### config.mk
export PLATFORM = sky130hd
export DESIGN_NAME = ipv4_tcp_checksum_engine
export DESIGN_NICKNAME = d
export VERILOG_FILES = /design/src/sv/itc_pkg.sv /design/src/sv/itc_accum.sv /design/src/sv/ipv4_tcp_checksum_engine.sv
export VERILOG_INCLUDE_DIRS = /design/src /design/src/sv
export SDC_FILE = /design/constraint.sdc
export NUM_CORES = 1
export LEC_CHECK = 0
export ABC_AREA = 1
export BUFFER_PORTS_ARGS = -buffer_cell sky130_fd_sc_hd__buf_2
export CAP_MARGIN = 40
export CORE_MARGIN = 3
export CORE_UTILIZATION = 45
export CTS_CLUSTER_DIAMETER = 40
export DETAILED_ROUTE_END_ITERATION = 8
export HOLD_SLACK_MARGIN = 0.06
export PLACE_DENSITY_LB_ADDON = 0.15
export SLEW_MARGIN = 5
export SYNTH_ARGS = -nofsm -noshare
export SYNTH_HDL_FRONTEND = slang
export SYNTH_SLANG_ARGS = --single-unit
### constraint.sdc
create_clock -name clock -period 27.6 [get_ports clock]
set_clock_uncertainty 0.05 [all_clocks]
set_input_delay 1.38 -clock clock [delete_from_list [all_inputs] [get_ports clock]]
set_output_delay 1.38 -clock clock [all_outputs]
set_load 0.02 [all_outputs]
### src/sv/ipv4_tcp_checksum_engine_assert.svh
// Assertion macros for the IPv4/TCP checksum engine.
// Included by the top level; no other dependencies.
`ifndef IPV4_TCP_CHECKSUM_ENGINE_ASSERT_SVH
`define IPV4_TCP_CHECKSUM_ENGINE_ASSERT_SVH

// same-cycle implication
`define ITC_ASSERT_IMP(lbl, clk, rst, pre, post) \
   lbl: assert property (@(posedge clk) disable iff (rst) (pre) |-> (post)) \
      else $error("checksum engine: same-cycle implication failed");

// next-cycle implication
`define ITC_ASSERT_NEXT(lbl, clk, rst, pre, post) \
   lbl: assert property (@(posedge clk) disable iff (rst) (pre) |=> (post)) \
      else $error("checksum engine: next-cycle implication failed");

`endif

### src/sv/itc_pkg.sv
// Shared types, constants and the ones-complement adder for the checksum engine.
// No dependencies.
package itc_pkg;

   typedef struct packed {
      logic [15:0] word;
      logic        last;
   } req_type;

   typedef struct packed {
      logic [15:0] ip_checksum;
      logic [15:0] tcp_checksum;
      logic        length_error;
   } rsp_type;

   localparam logic [7:0]  PROTO_RESET     = 8'd6;
   localparam logic [3:0]  MIN_IHL         = 4'd5;
   localparam logic [15:0] IP_CSUM_WORD    = 16'd5;
   localparam logic [15:0] PSEUDO_FIRST    = 16'd6;
   localparam logic [15:0] PSEUDO_LAST     = 16'd9;
   localparam logic [5:0]  TCP_CSUM_OFFSET = 6'd8;
   localparam logic [15:0] INDEX_MAX       = 16'hFFFF;

   // ones-complement add with end-around carry
   function automatic logic [15:0] sum1c(input logic [15:0] a, input logic [15:0] b);
      logic [16:0] s;
      s = {1'b0, a} + {1'b0, b};
      return s[15:0] + {15'd0, s[16]};
   endfunction

endpackage

### src/sv/itc_accum.sv
// Per-packet accumulator: header length, total length, running IP and TCP sums.
// Depends on itc_pkg.
module itc_accum (
   input  logic            clock,
   input  logic            reset,
   input  logic            step,
   input  itc_pkg::req_type beat,
   input  logic [7:0]      proto,
   output itc_pkg::rsp_type result
);
   import itc_pkg::*;

   logic [15:0] word_index_ff, word_index_in;
   logic [3:0]  header_words_ff, header_words_in;
   logic [15:0] total_length_ff, total_length_in;
   logic [15:0] ip_sum_ff, ip_sum_in;
   logic [15:0] tcp_sum_ff, tcp_sum_in;
   logic        short_flag_ff, short_flag_in;

   logic [3:0]  eff;
   logic [4:0]  hdr;
   logic [5:0]  quad;
   logic [5:0]  skip_idx;
   logic        in_hdr;
   logic [16:0] byte_pos;
   logic [15:0] seg_word;
   logic [15:0] seglen;
   logic [16:0] tl_plus;
   logic [15:0] needed;
   logic [15:0] pseudo_sum;
   logic        err;

   always_comb begin
      header_words_in = (word_index_ff == 16'd0) ? beat.word[11:8] : header_words_ff;
      eff  = (header_words_in < MIN_IHL) ? MIN_IHL : header_words_in;
      hdr  = {eff, 1'b0};
      quad = {eff, 2'b00};

      if (word_index_ff == 16'd1) begin
         total_length_in = beat.word;
         short_flag_in   = beat.word < {10'd0, quad};
      end else begin
         total_length_in = total_length_ff;
         short_flag_in   = short_flag_ff;
      end

      in_hdr   = word_index_ff < {11'd0, hdr};
      byte_pos = {word_index_ff, 1'b0};
      skip_idx = {1'b0, hdr} + TCP_CSUM_OFFSET;
      // odd total length: keep only the upper byte of the final segment word
      seg_word = (byte_pos + 17'd1 == {1'b0, total_length_in}) ?
                 {beat.word[15:8], 8'h00} : beat.word;

      ip_sum_in  = ip_sum_ff;
      tcp_sum_in = tcp_sum_ff;
      if (in_hdr) begin
         if (word_index_ff != IP_CSUM_WORD)
            ip_sum_in = sum1c(ip_sum_ff, beat.word);
         if (word_index_ff >= PSEUDO_FIRST && word_index_ff <= PSEUDO_LAST)
            tcp_sum_in = sum1c(tcp_sum_ff, beat.word);
      end else if (byte_pos < {1'b0, total_length_in} &&
                   word_index_ff != {10'd0, skip_idx}) begin
         tcp_sum_in = sum1c(tcp_sum_ff, seg_word);
      end

      word_index_in = (word_index_ff == INDEX_MAX) ? word_index_ff : word_index_ff + 16'd1;

      seglen  = (total_length_in >= {10'd0, quad}) ? total_length_in - {10'd0, quad} : 16'd0;
      tl_plus = {1'b0, total_length_in} + 17'd1;
      needed  = (tl_plus[16:1] < {11'd0, hdr}) ? {11'd0, hdr} : tl_plus[16:1];
      err     = (header_words_in < MIN_IHL) || short_flag_in || (word_index_in < needed);

      // protocol and segment length folded beside the running sum, end-around add
      // is associative so only one add follows the segment sum
      pseudo_sum = sum1c({8'd0, proto}, seglen);
      result.ip_checksum  = ~ip_sum_in;
      result.tcp_checksum = ~sum1c(tcp_sum_in, pseudo_sum);
      result.length_error = err;
   end

   always_ff @(posedge clock) begin
      if (reset || (step && beat.last)) begin
         word_index_ff   <= '0;
         header_words_ff <= '0;
         total_length_ff <= '0;
         ip_sum_ff       <= '0;
         tcp_sum_ff      <= '0;
         short_flag_ff   <= 1'b0;
      end else if (step) begin
         word_index_ff   <= word_index_in;
         header_words_ff <= header_words_in;
         total_length_ff <= total_length_in;
         ip_sum_ff       <= ip_sum_in;
         tcp_sum_ff      <= tcp_sum_in;
         short_flag_ff   <= short_flag_in;
      end
   end

endmodule

### src/sv/ipv4_tcp_checksum_engine.sv
// Channel   Direction  Payload
// req_      in         itc_pkg::req_type  (word, last)
// rsp_      out        itc_pkg::rsp_type  (ip_checksum, tcp_checksum, length_error)
// csr_      in         pseudo header protocol byte, write only
//
// One word accepted every cycle while req_stall is low. A taken last word passes
// the input register, then one add-and-fold pass into the result register.
// Synchronous reset clears packet state and sets the protocol byte to 6.
// req_stall rises only when a last beat waits behind a stalled, full result register.
// Top level of the IPv4/TCP checksum engine; depends on itc_pkg, itc_accum and
// ipv4_tcp_checksum_engine_assert.svh.
`include "ipv4_tcp_checksum_engine_assert.svh"

module ipv4_tcp_checksum_engine (
   input  logic             clock,
   input  logic             reset,
   input  logic             req_valid,
   output logic             req_stall,
   input  itc_pkg::req_type req_data,
   output logic             rsp_valid,
   input  logic             rsp_stall,
   output itc_pkg::rsp_type rsp_data,
   input  logic             csr_wr_en,
   input  logic [7:0]       csr_wr_data
);
   import itc_pkg::*;

   logic    beat_valid_ff;
   req_type beat_ff;
   logic    rsp_valid_ff;
   rsp_type rsp_data_ff;
   logic [7:0] proto_ff;
   logic    step;
   rsp_type result;

   assign req_stall = beat_valid_ff && beat_ff.last && rsp_valid_ff && rsp_stall;
   assign step      = beat_valid_ff && !req_stall;
   assign rsp_valid = rsp_valid_ff;
   assign rsp_data  = rsp_data_ff;

   itc_accum u_accum (
      .clock  (clock),
      .reset  (reset),
      .step   (step),
      .beat   (beat_ff),
      .proto  (proto_ff),
      .result (result)
   );

   always_ff @(posedge clock) begin
      if (reset) begin
         beat_valid_ff <= 1'b0;
         rsp_valid_ff  <= 1'b0;
         proto_ff      <= PROTO_RESET;
      end else begin
         if (csr_wr_en)
            proto_ff <= csr_wr_data;
         if (!req_stall)
            beat_valid_ff <= req_valid;
         if (step && beat_ff.last)
            rsp_valid_ff <= 1'b1;
         else if (!rsp_stall)
            rsp_valid_ff <= 1'b0;
      end
   end

   always_ff @(posedge clock) begin
      if (req_valid && !req_stall)
         beat_ff <= req_data;
      if (step && beat_ff.last)
         rsp_data_ff <= result;
   end

   `ITC_ASSERT_IMP(a_stall_cause, clock, reset, req_stall, rsp_valid_ff && rsp_stall && beat_ff.last)
   `ITC_ASSERT_NEXT(a_last_loads, clock, reset, step && beat_ff.last, rsp_valid_ff)
   `ITC_ASSERT_IMP(a_rsp_from_last, clock, reset, $rose(rsp_valid_ff), $past(step && beat_ff.last))

endmodule
==> metrics <==
sequential share of the synthesized area=24.4%; total number of vias=11800; Worst setup SP type=flip-flop; sequential share of power=24.2%; Final Hold Fails=0; n_diodes=0; CTS tree=yes; post-CTS sizing=0; PD cells=73.2 mW/mm²; PortBufs=between 60 and 70; critical-path maximum fanout=29; total number of yosys warnings=0; Mapped Avg Cell Area=6.93 µm²; die height=174 µm; # hold bufs at CTS=0; critical path class=reg2reg; count of cell types in the netlist=66; first-pass GRT wire length=~57000 µm; Worst-path clk slew=0.07 ns; DR WL/cell=between 15 and 20 µm; routed vias/inst=5.22; critical path required time=27.74 ns; GRT Overall Usage=23.2%; die area=0.0302 mm²; setup TNS=0 ns; static leakage=6.77 nW; CP most frequent cell=nand2_1; Syn Inst Count=1825; effective utilization at floorplan=46.3%; H-Tree Depth=4; chip width=around 170 µm; vias in the first global route=11500; Multi-input gate area=between 0.008 and 0.009 mm²; clock share of power=22.6%; Async S/R FF share, synth=0%; max_cap viols=0; fin crit period=~11 ns; drt drc=0; CTS Buffer Depth=2; Root Buffer=clkbuf_16; Sw Ratio=45.8%; max-slew violations=0; Nets=just over 2000; Clock Latency Late Sink=0.43 ns; IO Pins=65; crit path DAT=roughly 11 ns; Hold Crit Class=reg2reg; Remaining Overflow, GRT=0; Mapped Nets=1986; unrepaired setup endpoints after global routing=no; Slowest-stage cell, CP=nor2_4; Largest stage delay, worst path=0.57 ns; worst vdd ir=about 42 µV; worst slew pin tran=0.829 ns; Critical Path End Type=flip-flop; Synth Register Bits=about 130; CTS sink count=between 100 and 150; Row Count=60; Fillers=2778; Routed WL=34800 µm; combinational share of power=around 53%; largest net degree at the start of global routing=77; core area=0.0273 mm²; Primary FF master, synth=dfxtp_1; First-pass DRT Iterations=6; layout cells sized above 1=10.7%; post-route clock period utilization=39.6%; CTS Buf Count=17; Routed Antenna Nets=0; initial antenna violation count=0; P&R area growth vs syn=9.77%; Netlist Area Pre-Place=0.0127 mm²; fmax=91.6 MHz; postcts setup bufs=0; Rel. slew slack=44.6%; sequential cell area=about 0.0031 mm²; Placer Congestion=~0.93; DP Wirelength=around 27000 µm; Starting DRT DRC Count=830; Net Sw Power=466 µW; post-layout util=50.8%; Post-synth EDFFs=50; internal power=550 µW; status=complete, no violations; Setup Viol. Count Final=0
-- synthesized netlist by cell type (23+ instances only) --
cell,n,area (µm²)
nand4_1,23,144
inv_1,253,950
dfxtp_1,79,1580
nand3_1,101,505
o21ai_0,129,646
xor2_1,77,674
nor2_1,170,638
xnor2_1,28,245
clkbuf_1,30,113
nand2_2,25,156
a21oi_1,158,791
edfxtp_1,50,1500
ha_1,125,1560
nor3_1,27,135
nand2_1,356,1340
-- final timing paths --
check | start | endpoint | slack [ns] | depth (start not counted)
max reg2reg | u_accum.word_index_ff[8] | rsp_data[16] | 16.68 | 69
min | proto_ff[2] | proto_ff[2] | 0.43 | 2
max | u_accum.word_index_ff[8] | rsp_data[16] | 16.68 | 69
min reg2reg | proto_ff[2] | proto_ff[2] | 0.43 | 2
-- power groups by stage --
stage	Combinational, mW	Sequential [mW]	Clock, mW
2_1_floorplan	0.415	0.255	0
3_3_place_gp	0.536	0.250	0
3_5_place_dp	0.539	0.250	0
4_1_cts	0.542	0.246	0.235
5_1_grt	0.616	0.248	0.242
6_report	0.541	0.246	0.230
-- cells by family (layout without fill, tap and decap cells) --
family	Yosys count	after routing	synth area share [%]
AOI/OAI and AO/OA	370	370	16.4
muxes	3	3	0.247
DFF	129	129	24.4
and+or+nand+nor	778	778	28.4
buffers and inverters	307	370	9.64
adders and majority gates	131	131	13.3
xor gates and xnor gates	107	107	7.62
-- per-stage QoR --
| stage | setup WS, ns | std cells | total power, mW | hold slack, ns | area, µm² |
|---|---|---|---|---|---|
| 2_1_floorplan | 18.56 | 1825 | 0.671 | 0.385 | 12700 |
| 3_3_place_gp | 17.03 | 2228 | 0.786 | 0.417 | 13300 |
| 3_5_place_dp | 16.73 | 2228 | 0.789 | 0.419 | 13300 |
| 4_1_cts | 16.68 | 2260 | 1.02 | 0.435 | 13900 |
| 5_1_grt | 15.26 | 2260 | 1.11 | 0.471 | 13900 |
| 6_report | 16.68 | 2260 | 1.02 | 0.427 | 13900 |
-- critical path: cells and delay by family, from the launching register on --
kind | cells | cell delay, ns
and+or+nand+nor | 45 | 6.08
adders and majority gates | 6 | 1.66
xor gates and xnor gates | 2 | 0.24
AOI/OAI and AO/OA | 9 | 1.66
DFF | 1 | 0.36
buffers and inverters | 7 | 0.62
-- cell type report --
class	instances	area share, %
flip-flops and latches	129	22.2
inverters	265	7.22
repair buffers	73	2.79
clock inverters	14	0.964
multi-input cells	1389	60.2
well taps	372	3.35
clock buffers	18	3.24
-- per-layer routing --
| metal | vias to the layer above | track usage, % | part of all wire [%] |
|---|---|---|---|
| li1 | 6144 | - | - |
| met1 | 5331 | 30.3 | 46 |
| met2 | 258 | 39.5 | 47 |
| met3 | 65 | 2.67 | 3.8 |
| met4 | 0 | 8.71 | 3.3 |
| met5 | - | 0 | 0 |
-- registers in the layout, summed over array words and instances (netlist names), 4 cells and up --
register,flops
u_accum.header_words_ff,4
beat_ff,17
u_accum.total_length_ff,16
proto_ff,8
u_accum.word_index_ff,16
u_accum.ip_sum_ff,16
u_accum.tcp_sum_ff,16
rsp_data,33
-- placed cells by master (no fill, tap or decap), types with 28 or more instances in the layout --
| cell type | n |
|---|---|
| nor2_1 | 169 |
| edfxtp_1 | 50 |
| xnor2_1 | 28 |
| inv_1 | 253 |
| ha_1 | 125 |
| nand3_1 | 101 |
| xor2_1 | 77 |
| o21ai_0 | 129 |
| nand2_1 | 355 |
| dfxtp_1 | 79 |
| buf_2 | 64 |
| a21oi_1 | 157 |
No activity file was read; power rests on OpenSTA's default activity.
